<file path="config.mk">
export PLATFORM = sky130hd
export DESIGN_NAME = spt_div
export DESIGN_NICKNAME = d
export VERILOG_FILES = /design/src/rtl/core/spt_pkg.sv /design/src/rtl/core/spt_div.sv
export SDC_FILE = /design/constraint.sdc
export NUM_CORES = 1
export LEC_CHECK = 0
export BUFFER_PORTS_ARGS = -buffer_cell sky130_fd_sc_hd__clkbuf_2
export CAP_MARGIN = 0
export CORE_MARGIN = 2
export CORE_UTILIZATION = 25
export CTS_CLUSTER_DIAMETER = 40
export DETAILED_ROUTE_END_ITERATION = 7
export GPL_TIMING_DRIVEN = 0
export HOLD_SLACK_MARGIN = 0.06
export PLACE_DENSITY = 0.48
export SETUP_SLACK_MARGIN = 0.2
export SYNTH_ARGS = -nofsm -noshare
export SYNTH_HDL_FRONTEND = slang
export SYNTH_SLANG_ARGS = --single-unit
</file>
<file path="constraint.sdc">
create_clock -name clk -period 7.5 [get_ports clk]
set_input_delay 1.5 -clock clk [delete_from_list [all_inputs] [get_ports clk]]
set_output_delay 1.5 -clock clk [all_outputs]
set_load 0.02 [all_outputs]
</file>
<file path="src/rtl/core/spt_pkg.sv">
`timescale 1ns / 1ps

package spt_pkg;

  localparam int DEF_MAX_BONES = 256;
  localparam int WORDS = 10;
  localparam logic [8:0] NO_PARENT = 9'd256;
  localparam logic [30:0] MIN_SCALE_RST = 31'd17;
  localparam logic [5:0] MAC_TERMS = 6'd37;
  localparam int DIV_BITS = 56;
  localparam logic signed [65:0] SAT_MAX = 66'sd2147483647;
  localparam logic signed [65:0] SAT_MIN = -66'sd2147483648;

  typedef enum logic [0:0] {
    CFG_DIRECTION = 1'b0,
    CFG_MIN_SCALE = 1'b1
  } cfg_idx_t;

  typedef struct packed {
    logic [7:0]         bone_index;
    logic [8:0]         parent_index;
    logic signed [31:0] rot_w;
    logic signed [31:0] rot_x;
    logic signed [31:0] rot_y;
    logic signed [31:0] rot_z;
    logic signed [31:0] scale_x;
    logic signed [31:0] scale_y;
    logic signed [31:0] scale_z;
    logic signed [31:0] move_x;
    logic signed [31:0] move_y;
    logic signed [31:0] move_z;
  } item_t;

  typedef struct packed {
    logic [7:0]         out_bone;
    logic signed [31:0] out_rot_w;
    logic signed [31:0] out_rot_x;
    logic signed [31:0] out_rot_y;
    logic signed [31:0] out_rot_z;
    logic signed [31:0] out_scale_x;
    logic signed [31:0] out_scale_y;
    logic signed [31:0] out_scale_z;
    logic signed [31:0] out_move_x;
    logic signed [31:0] out_move_y;
    logic signed [31:0] out_move_z;
    logic               scale_error;
  } result_t;

  // operand sources of the shared multiplier
  typedef enum logic [2:0] {
    SRC_PAR = 3'd0,
    SRC_ITM = 3'd1,
    SRC_QR  = 3'd2,
    SRC_VV  = 3'd3,
    SRC_UV  = 3'd4
  } src_grp_t;

  // accumulator destinations
  typedef enum logic [2:0] {
    DST_RES = 3'd0,
    DST_VV  = 3'd1,
    DST_UV  = 3'd2,
    DST_UUV = 3'd3,
    DST_RW  = 3'd4
  } dst_grp_t;

  typedef struct packed {
    src_grp_t   grp;
    logic [3:0] idx;
  } src_t;

  typedef struct packed {
    dst_grp_t   grp;
    logic [3:0] idx;
  } dst_t;

  typedef struct packed {
    src_t a;
    src_t b;
    logic neg;
    logic first;
    logic last;
    logic sh24;
    logic fwd;
    dst_t d;
  } mop_t;

  function automatic logic signed [31:0] sat32(input logic signed [65:0] v);
    logic signed [31:0] r;
    if (v > SAT_MAX) r = 32'sh7fffffff;
    else if (v < SAT_MIN) r = 32'sh80000000;
    else r = $signed(v[31:0]);
    return r;
  endfunction

  // hamilton product term tables: output o, term t
  function automatic logic [1:0] qm_a(input logic [1:0] o, input logic [1:0] t);
    logic [1:0] r;
    case (o)
      2'd2: case (t) 2'd0: r = 2'd0; 2'd1: r = 2'd2; 2'd2: r = 2'd3; default: r = 2'd1; endcase
      2'd3: case (t) 2'd0: r = 2'd0; 2'd1: r = 2'd3; 2'd2: r = 2'd1; default: r = 2'd2; endcase
      default: r = t;
    endcase
    return r;
  endfunction

  function automatic logic [1:0] qm_b(input logic [1:0] o, input logic [1:0] t);
    logic [1:0] r;
    case (o)
      2'd1: case (t) 2'd0: r = 2'd1; 2'd1: r = 2'd0; 2'd2: r = 2'd3; default: r = 2'd2; endcase
      2'd2: case (t) 2'd0: r = 2'd2; 2'd1: r = 2'd0; 2'd2: r = 2'd1; default: r = 2'd3; endcase
      2'd3: case (t) 2'd0: r = 2'd3; 2'd1: r = 2'd0; 2'd2: r = 2'd2; default: r = 2'd1; endcase
      default: r = t;
    endcase
    return r;
  endfunction

  // cross product term tables: component o, term t
  function automatic logic [1:0] cr_u(input logic [1:0] o, input logic t);
    logic [1:0] r;
    case (o)
      2'd0: r = t ? 2'd2 : 2'd1;
      2'd1: r = t ? 2'd0 : 2'd2;
      default: r = t ? 2'd1 : 2'd0;
    endcase
    return r;
  endfunction

  function automatic logic [1:0] cr_v(input logic [1:0] o, input logic t);
    logic [1:0] r;
    case (o)
      2'd0: r = t ? 2'd1 : 2'd2;
      2'd1: r = t ? 2'd2 : 2'd0;
      default: r = t ? 2'd0 : 2'd1;
    endcase
    return r;
  endfunction

  // multiply-accumulate schedule, one product per step
  function automatic mop_t spt_decode(input logic [5:0] k);
    mop_t m;
    logic [5:0] j;
    m = '0;
    j = '0;
    if (k < 6'd3) begin
      j = k;
      m.a = '{SRC_PAR, 4'(j + 6'd4)};
      m.b = '{SRC_ITM, 4'(j + 6'd7)};
      m.first = 1'b1; m.last = 1'b1; m.sh24 = 1'b1; m.fwd = 1'b1;
      m.d = '{DST_VV, j[3:0]};
    end else if (k < 6'd19) begin
      j = k - 6'd3;
      m.a = '{SRC_QR, {2'b0, qm_a(j[3:2], j[1:0])}};
      m.b = '{SRC_ITM, {2'b0, qm_b(j[3:2], j[1:0])}};
      m.neg = (j[3:2] == 2'd0) ? (j[1:0] != 2'd0) : (j[1:0] == 2'd3);
      m.first = (j[1:0] == 2'd0);
      m.last = (j[1:0] == 2'd3);
      m.d = '{DST_RES, {2'b0, j[3:2]}};
    end else if (k < 6'd22) begin
      j = k - 6'd19;
      m.a = '{SRC_PAR, 4'(j + 6'd4)};
      m.b = '{SRC_ITM, 4'(j + 6'd4)};
      m.first = 1'b1; m.last = 1'b1; m.sh24 = 1'b1; m.fwd = 1'b1;
      m.d = '{DST_RES, 4'(j + 6'd4)};
    end else if (k < 6'd28) begin
      j = k - 6'd22;
      m.a = '{SRC_QR, 4'({2'b0, cr_u(j[2:1], j[0])} + 4'd1)};
      m.b = '{SRC_VV, {2'b0, cr_v(j[2:1], j[0])}};
      m.neg = j[0]; m.first = !j[0]; m.last = j[0];
      m.d = '{DST_UV, {2'b0, j[2:1]}};
    end else if (k < 6'd31) begin
      j = k - 6'd28;
      m.a = '{SRC_UV, j[3:0]};
      m.b = '{SRC_QR, 4'd0};
      m.first = 1'b1; m.last = 1'b1;
      m.d = '{DST_RW, j[3:0]};
    end else begin
      j = k - 6'd31;
      m.a = '{SRC_QR, 4'({2'b0, cr_u(j[2:1], j[0])} + 4'd1)};
      m.b = '{SRC_UV, {2'b0, cr_v(j[2:1], j[0])}};
      m.neg = j[0]; m.first = !j[0]; m.last = j[0];
      m.d = '{DST_UUV, {2'b0, j[2:1]}};
    end
    return m;
  endfunction

endpackage

</file>
<file path="src/rtl/core/spt_div.sv">
`timescale 1ns / 1ps

// (n * 2^24) / d, truncated toward zero and saturated, one quotient bit a cycle
module spt_div (
  input  logic               clk,
  input  logic               rst,
  input  logic               start,
  input  logic signed [31:0] num,
  input  logic signed [31:0] den,
  output logic               done,
  output logic signed [31:0] quo
);
  import spt_pkg::*;

  logic                busy;
  logic                fin;
  logic [5:0]          cnt;
  logic [31:0]         rem;
  logic [31:0]         dmag;
  logic [DIV_BITS-1:0] qn;
  logic                neg;
  logic [32:0]         r2;
  logic                ge;
  logic signed [32:0]  nx;
  logic signed [32:0]  dx;
  logic [32:0]         nabs;
  logic [32:0]         dabs;

  always_comb begin
    r2 = {rem, qn[DIV_BITS-1]};
    ge = (r2 >= {1'b0, dmag});
    nx = 33'(num);
    dx = 33'(den);
    nabs = (nx < 0) ? 33'(-nx) : 33'(nx);
    dabs = (dx < 0) ? 33'(-dx) : 33'(dx);
  end

  always_ff @(posedge clk) begin
    if (rst) begin
      busy <= 1'b0;
      fin <= 1'b0;
      cnt <= '0;
    end else begin
      fin <= 1'b0;
      if (start) begin
        busy <= 1'b1;
        cnt <= '0;
      end else if (busy) begin
        cnt <= cnt + 6'd1;
        if (cnt == 6'(DIV_BITS - 1)) begin
          busy <= 1'b0;
          fin <= 1'b1;
        end
      end
    end
  end

  always_ff @(posedge clk) begin
    if (start) begin
      qn <= {nabs[31:0], 24'b0};
      rem <= '0;
      dmag <= dabs[31:0];
      neg <= num[31] ^ den[31];
    end else if (busy) begin
      rem <= ge ? 32'(r2 - {1'b0, dmag}) : r2[31:0];
      qn <= {qn[DIV_BITS-2:0], ge};
    end
  end

  always_comb begin
    if (!neg) begin
      quo = (|qn[DIV_BITS-1:31]) ? 32'sh7fffffff : $signed({1'b0, qn[30:0]});
    end else if ((|qn[DIV_BITS-1:32]) || (qn[31] && (|qn[30:0]))) begin
      quo = 32'sh80000000;
    end else begin
      quo = $signed(32'(-qn[31:0]));
    end
  end

  assign done = fin;

endmodule

</file>
# Yosys cells after proc, flatten, opt, wreduce, memory -nomap -nowiden
# Index checks and enable logic that the tools add are counted.
dict set report word_totals {
  register_bits 129
  input_bits 67
  output_inout_bits 33
  elab_cells 39
}
dict set report op_classes {
  n_addsub 5
  n_lt_le_gt_ge 3
  eq_ne 1
  mux 12
  n_bitwise 2
  reduce_logical 8
}
# operator count
set op_table {}
lappend op_table {{32-bit two-way mux} 5}
lappend op_table {{56-bit two-way mux} 2}
lappend op_table {{32-bit negation} 3}
lappend op_table {{32-bit by 1-bit less-than comparator with 1-bit output (second input constant)} 2}
lappend op_table {{33-bit by 32-bit >= comparator with 1-bit output} 1}
lappend op_table {{32-bit subtractor} 1}
lappend op_table {{31-bit two-way mux} 1}
lappend op_table {{31-bit OR reduction} 1}
lappend op_table {{25-bit OR reduction} 1}
lappend op_table {{24-bit OR reduction} 1}
lappend op_table {{6-bit by 1-bit adder with 6-bit output (second input constant)} 1}
lappend op_table {{6-bit == test (second input constant)} 1}
lappend op_table {{1-bit two-way mux} 4}
lappend op_table {{3-bit OR reduction} 1}
lappend op_table {{2-bit nonzero test} 1}
lappend op_table {{2-bit OR reduction} 1}
lappend op_table {{1-bit logical AND} 1}
lappend op_table {{1-bit logical OR} 1}
lappend op_table {{1-bit NOT} 1}
lappend op_table {{1-bit XOR} 1}

# Logic depth before layout (Yosys ltp)
# Gate-level depths: netlist of run 1.
dict set report depth {
  depth_word 5
  ltp_mapped 12
  depth_no_buf 11
}

# Worst setup path after synthesis of run 1
# OpenSTA, ideal clock, no wires.
dict set report synth_path {
  path_kind {flip-flop to output port}
  startpoint {register qn[2]}
  endpoint {output port quo[12]}
  arrival_time_ns 2.654
  t_required_ns 6.000
  setup_slack_ns 3.346
  stages_incl_launch_ff 7
  cell_sequence {dfxtp_1 > or3_4 > nor4_4 > nand4_2 > o41ai_4 > nand3_2 > o311ai_1}
}
dict set report synth_via {
  elab_chain_len 5
  elab_cells_between_ends 6
  classes_between {add/sub (1); mux (2); reduce/logical (3)}
}
# item line_no
set synth_lines {}
lappend synth_lines {{start, declared} spt_div.sv:20} ;# logic [DIV_BITS-1:0] qn;
lappend synth_lines {{start signal, assigned} spt_div.sv:60} ;# qn <= {nabs[31:0], 24'b0};
lappend synth_lines {{start signal, assigned} spt_div.sv:66} ;# qn <= {qn[DIV_BITS-2:0], ge};
lappend synth_lines {{parallel branches: the longest is 3 deep, another holds 32-bit negation} -}
lappend synth_lines {{32-bit two-way mux *} spt_div.sv:73} ;# end else if ((|qn[DIV_BITS-1:32]) || (qn[31] && (|qn[30:0]))) begin
lappend synth_lines {{32-bit two-way mux *} spt_div.sv:71} ;# if (!neg) begin
lappend synth_lines {{end, declared} spt_div.sv:11} ;# output logic signed [31:0] quo
# Every way passes the cells marked *.

# Worst setup path in the final report of run 1
dict set report layout_path {
  startpoint {register qn[2]}
  endpoint {output port quo[7]}
}
# Same word-level chain as after synthesis.

==> run_results.csv, run 1 <==
group,metric,value,unit
run_status,status,"finished clean",
floorplanning,dieWidth,198,um
floorplanning,rows,71,
detailed_routing,dr_total_vias,8866,
synth,yosys_register_bits,129,
clock_tree,post_cts_buffers,0,
cells_and_area,final_cell_mix,"nor2_1, nand2_1, clkbuf_2",
floorplanning,start_util,0.253,
synth,async_flop_share,0,
synth,syn-num-nets,1248,
critical_path,crit_path_max_fanout,10,
synth,synth_cell_type_count,75,
clock_tree,cts_resized,0,
sta,period_share,0.689,
floorplanning,die_area,0.0394,sq mm
global_route,gr-total-overflow,0,
clock_tree,worst_skew_pair.late_latency,0.44,ns
cells_and_area,diodes,0,
critical_path,critPathRequiredTime,6.00,ns
power,pwr_density_cell,200,mW/mm^2
synth,syn_avg_cell_area,8.26,sq um
place,dpl_worst_slack,2.58,ns
synth,yosysSeqAreaShare,0.342,
place,dp_hpwl,23.2,mm
global_route,antenna_found_initial,0,
cells_and_area,area_growth,17.9,%
floorplanning,die_y,198,um
detailed_routing,drt-pass1-iter-count,5,
place,io_buffers,98,
sta,min_period,5.17,ns
flow_run,cap_viol_max_count,0,
synth,yosys_warnings,0,
detailed_routing,ant_nets,0,
clock_tree,cts_hold_buf,0,
place,gp_congestion,0.854,
critical_path,start_kind,"flip-flop",
power,total_power,2.22,mW
detailed_routing,drc_errors,0,
clock_tree,cts_tree,"built",
critical_path,critPathArrivalTime,3.67,ns
sta,tightest_slew,1.28,ns
clock_tree,cts-root-buf,"clkbuf_16",
detailed_routing,avgRoutedWirePerCell,17.0,um
floorplanning,core,0.0374,sq mm
clock_tree,clock-sinks,129,
clock_tree,path_clk_slew,0.06,ns
detailed_routing,dr.first_iter.drc_count,608,
critical_path,critPathKind,"flip-flop to output pin",
clock_tree,htreeDepth,4,
power,ir_drop,0.000176,V
sta,relSlewSlack,0.149,
sta,fmax,0.194,GHz
global_route,grt_pass1_vias,8600,
worst_hold_path,hp-class,"flip-flop to flip-flop",
power,p_leak,4.37,nW
sta,maxSlewViolCount,0,
cells_and_area,layout.cells.most_common,"nor2_1",
global_route,grtUsageTotal,0.157,
critical_path,endpoint_kind,"output pin",
synth,synthCells,1144,
detailed_routing,wirelength,30.3,mm
clock_tree,cts_buffers,17,
sta,hold_viol,0,
clock_tree,cts_buffer_depth,2,
sta,fin_ws,2.33,ns
sta,finClkSkew,0.00817,ns
cells_and_area,drive_above_1_share,0.137,
detailed_routing,vias_per_cell,4.97,
global_route,grt_max_degree,35,
sta,finalSetupTns,0,ns
synth,syn_area,0.00945,sq mm
synth,synthFlopType,"edfxtp_1",
synth,synth_edf_count,65,
sta,rsz0062_at_grt,"false",
global_route,grt_pass1_wl,47.9,mm
sta,setup_viol,0,
cells_and_area,nets,1365,
floorplanning,ioPinCount,100,
==> routing by layer <==
metal | GRT usage | routed length, um
met3 | 0.0310 | 1530
met5 | 0 | 0
met2 | 0.255 | 14000
met4 | 0.0420 | 362
met1 | 0.211 | 14400
==> report_power, final <==
part / internal (mW) / switching [mW]
registers: 0.804 / 0.0385
clock network: 0.467 / 0.341
logic: 0.212 / 0.361
==> worst paths after layout <==
| kind | startpoint | endpoint | slack, ns | cells after the start |
|---|---|---|---|---|
| worst max register to register | rem[7]$_SDFFE_PP0P_ | rem[16]$_SDFFE_PP0P_ | 4.02 | 11 |
| worst min-delay path | cnt[5]$_SDFFE_PP0P_ | cnt[5]$_SDFFE_PP0P_ | 0.49 | 2 |
| worst max-delay path | qn[2]$_SDFFE_PP0P_ | quo[7] | 2.33 | 9 |
| worst min register to register | cnt[5]$_SDFFE_PP0P_ | cnt[5]$_SDFFE_PP0P_ | 0.49 | 2 |
==> stage by stage <==
step / utilization / cells / area [sq um] / hold WS [ns]
final: 0.298 / 1785 / 11100 / 0.494
after global routing: 0.298 / 1785 / 11100 / 0.541
after CTS: 0.298 / 1785 / 11100 / 0.497
after detailed placement: 0.283 / 1753 / 10600 / 0.490
after global placement: 0.283 / 1753 / 10600 / 0.475
after floorplan: - / 1144 / 9450 / 0.458
==> layout make-up <==
type | count | area (sq um)
buffer | 68 | 289
clock buffer | 19 | 447
clock inverter | 13 | 110
fill | 4006 | 26300
inverter | 58 | 218
multi-input combinational | 889 | 5710
sequential | 129 | 3230
tap | 511 | 639
timing repair buffer | 98 | 490
==> cells in the mapped netlist, drive strengths merged (6+ instances only) <==
cell type / count / area share
nor2: 120 / 0.048
o21ai: 112 / 0.060
nand2: 105 / 0.043
edfxtp: 65 / 0.21
dfxtp: 64 / 0.14
a21oi: 58 / 0.031
inv: 58 / 0.023
clkbuf: 55 / 0.022
xnor2: 53 / 0.049
nand3: 43 / 0.023
ha: 36 / 0.048
xor2: 35 / 0.032
mux2i: 28 / 0.030
or3: 25 / 0.018
a21o: 24 / 0.019
a311oi: 24 / 0.022
nor3: 21 / 0.012
nor4: 21 / 0.018
o31ai: 21 / 0.018
nand4: 18 / 0.013
a31oi: 17 / 0.011
buf: 13 / 0.0087
o21a: 13 / 0.010
o311ai: 10 / 0.0093
and3: 8 / 0.0053
o211ai: 8 / 0.0064
a211oi: 7 / 0.0056
nand2b: 7 / 0.0046
or4: 7 / 0.0060
a22o: 6 / 0.0056
o41ai: 6 / 0.0075
or2: 6 / 0.0040
==> flip-flops by register name (all words and copies together), names as in the netlist <==
name  cells
done      1
qn       56
dmag     32
busy      1
rem      32
neg       1
cnt       6
==> worst max-delay path, cell delays in order, from the launching register on <==
cell	delay (ns)
dfxtp_1	0.37
or3_4	0.45
nor4_4	0.46
nand4_2	0.22
o41ai_4	0.71
nand2_4	0.19
buf_6	0.22
a21o_1	0.15
a21oi_1	0.24
clkbuf_2	0.22
==> logic make-up (layout without fill, tap and decap cells) <==
logic type      count (synthesis)  count (layout)  share of synthesized area
compound gates                334             334                      0.231
xor+xnor                       88              88                     0.0816
fa+ha+maj                      37              37                     0.0498
buf+inv                       126             256                     0.0536
flops                         129             129                      0.342
mux                            28              28                     0.0297
simple gates                  402             402                      0.212
No activity file was read; power rests on OpenSTA's default activity.
==> run 2, diff against run 1 <==
==> constraint.sdc (replaced) <==
create_clock -name clk -period 4.8 [get_ports clk]
set_input_delay 0.96 -clock clk [delete_from_list [all_inputs] [get_ports clk]]
set_output_delay 0.96 -clock clk [all_outputs]
set_load 0.02 [all_outputs]
==> run 2 against run 1 <==
  * Register-to-register slack lost 2.7 ns
  * Count of clock-buffer cells in the layout did not move
  * Flip-flop and latch count unchanged
  * Global-route usage about the same
  * Clock skew rose by 0.0023 ns
  * Critical path depth decreased by 1
  * Sequential share of layout area down 0.065 points
  * Worst hold slack gained 0.0014 ns
  * Utilization rose by 0.067 points
==> run_results.csv, run 2 (synthesized netlist as in run 1, its figures left out) <==
group,metric,value,unit
place,place_area,0.0106,sq mm
global_route,gr-total-overflow,0,
cells_and_area,final_cell_mix,"nor2_1, nand2_1, clkbuf_2",
sta,finClkSkew,0.0105,ns
sta,hold_viol,0,
sta,finalSetupTns,0,ns
cells_and_area,layout.cells.most_common,"nor2_1",
critical_path,crit_slowest_cell,"o311ai_1",
cells_and_area,utilization,0.298,
clock_tree,worst_skew_pair.late_latency,0.44,ns
sta,min_period,4.26,ns
detailed_routing,wirelength,30.3,mm
detailed_routing,avgRoutedWirePerCell,17.0,um
critical_path,critPathBufInv,2,
sta,fmax,0.235,GHz
critical_path,cp_cell_sequence,"or3_4 > nor4_4 > nand4_2 > o41ai_4 > buf_4 > nand3_2 > o311ai_1 > clkbuf_2",
floorplanning,start_util,0.253,
clock_tree,clock-sinks,129,
floorplanning,core,0.0374,sq mm
sta,setup_viol,0,
detailed_routing,vias_per_cell,4.95,
critical_path,critPathRequiredTime,3.84,ns
global_route,grt_pass1_wl,47.9,mm
global_route,grt_pass1_vias,8611,
worst_hold_path,hp-class,"flip-flop to flip-flop",
sta,rsz0062_at_grt,"false",
detailed_routing,ant_nets,0,
sta,tightest_slew,1.27,ns
floorplanning,ioPinCount,100,
clock_tree,cts-root-buf,"clkbuf_16",
sta,maxSlewViolCount,0,
detailed_routing,drt-pass1-iter-count,5,
critical_path,crit_path_max_incr_delay,0.48,ns
sta,period_share,0.887,
run_status,status,"finished clean",
critical_path,critPathArrivalTime,3.30,ns
cells_and_area,area_growth,18.1,%
critical_path,start_kind,"flip-flop",
place,dpl_worst_slack,0.417,ns
power,pwr_density_cell,312,mW/mm^2
global_route,grtUsageTotal,0.157,
floorplanning,die_area,0.0394,sq mm
global_route,antenna_found_initial,0,
cells_and_area,regMostFlops,"qn",
critical_path,endpoint_kind,"output pin",
critical_path,critPathKind,"flip-flop to output pin",
clock_tree,cts_buffers,17,
cells_and_area,drive_above_1_share,0.139,
flow_run,cap_viol_max_count,0,
clock_tree,cts_tree,"built",
cells_and_area,top_regs,"qn x56, dmag x32, rem x32",
power,ir_drop,0.000274,V
place,dp_hpwl,23.2,mm
critical_path,crit_path_max_fanout,7,
cells_and_area,diodes,0,
floorplanning,dieWidth,198,um
global_route,grt_max_degree,35,
clock_tree,cts_hold_buf,0,
clock_tree,cts_buffer_depth,2,
sta,fin_ws,0.544,ns
place,io_buffers,98,
detailed_routing,dr_total_vias,8842,
power,p_leak,4.38,nW
clock_tree,path_clk_slew,0.06,ns
cells_and_area,largest_register_ffs,56,
floorplanning,rows,71,
detailed_routing,dr.first_iter.drc_count,537,
cells_and_area,nets,1368,
detailed_routing,drc_errors,0,
place,gp_congestion,0.854,
cells_and_area,design_area,0.0112,sq mm
sta,relSlewSlack,0.152,
floorplanning,die_y,198,um
critical_path,path_delay_family,"simple AND/OR/NAND/NOR gates",
clock_tree,htreeDepth,4,
[run 2: worst min-delay path, cell delays in order, from the launching register on]
cell	delay [ns]
dfxtp_1	0.32
o21ai_0	0.07
a21oi_1	0.06
[run 2: worst paths after layout]
check | to | startpoint | cells after the start | slack (ns)
min reg2reg | cnt[5]$_SDFFE_PP0P_ | cnt[5]$_SDFFE_PP0P_ | 2 | 0.50
max reg2reg | rem[16]$_SDFFE_PP0P_ | rem[7]$_SDFFE_PP0P_ | 11 | 1.33
max | quo[9] | qn[2]$_SDFFE_PP0P_ | 8 | 0.54
min | cnt[5]$_SDFFE_PP0P_ | cnt[5]$_SDFFE_PP0P_ | 2 | 0.50
[run 2: timing repair]
item,4_1_cts,5_1_grt
pin swaps,1,0
resized for setup,0,1
hold endpoints to repair,0,0
buffers inserted,3,0
setup endpoints to repair,5,10
[run 2: stage by stage]
step	hold slack (ns)	instances	power [mW]
2_1_floorplan	0.458	1144	1.94
3_3_place_gp	0.475	1753	2.23
3_5_place_dp	0.490	1753	2.23
4_1_cts	0.497	1788	3.51
5_1_grt	0.541	1788	3.67
6_report	0.496	1788	3.48
[run 2: power by group]
group	internal (mW)	total, mW	switching, mW
registers	1.26	1.32	0.0602
logic	0.334	0.900	0.565
clock network	0.730	1.26	0.531
[run 2: final cells by class]
cell class | instances | area [sq um]
fill | 4009 | 26200
inverter | 58 | 218
clock inverter | 13 | 110
tap | 511 | 639
timing repair buffer | 101 | 513
multi-input combinational | 889 | 5710
buffer | 68 | 289
clock buffer | 19 | 447
sequential | 129 | 3230
[run 2: metal layers]
layer | wire (um) | GRT usage | share of wire
met1 | 14400 | 0.211 | 0.48
met2 | 14000 | 0.256 | 0.46
met3 | 1610 | 0.0310 | 0.053
met4 | 345 | 0.0420 | 0.011
met5 | 0 | 0 | 0
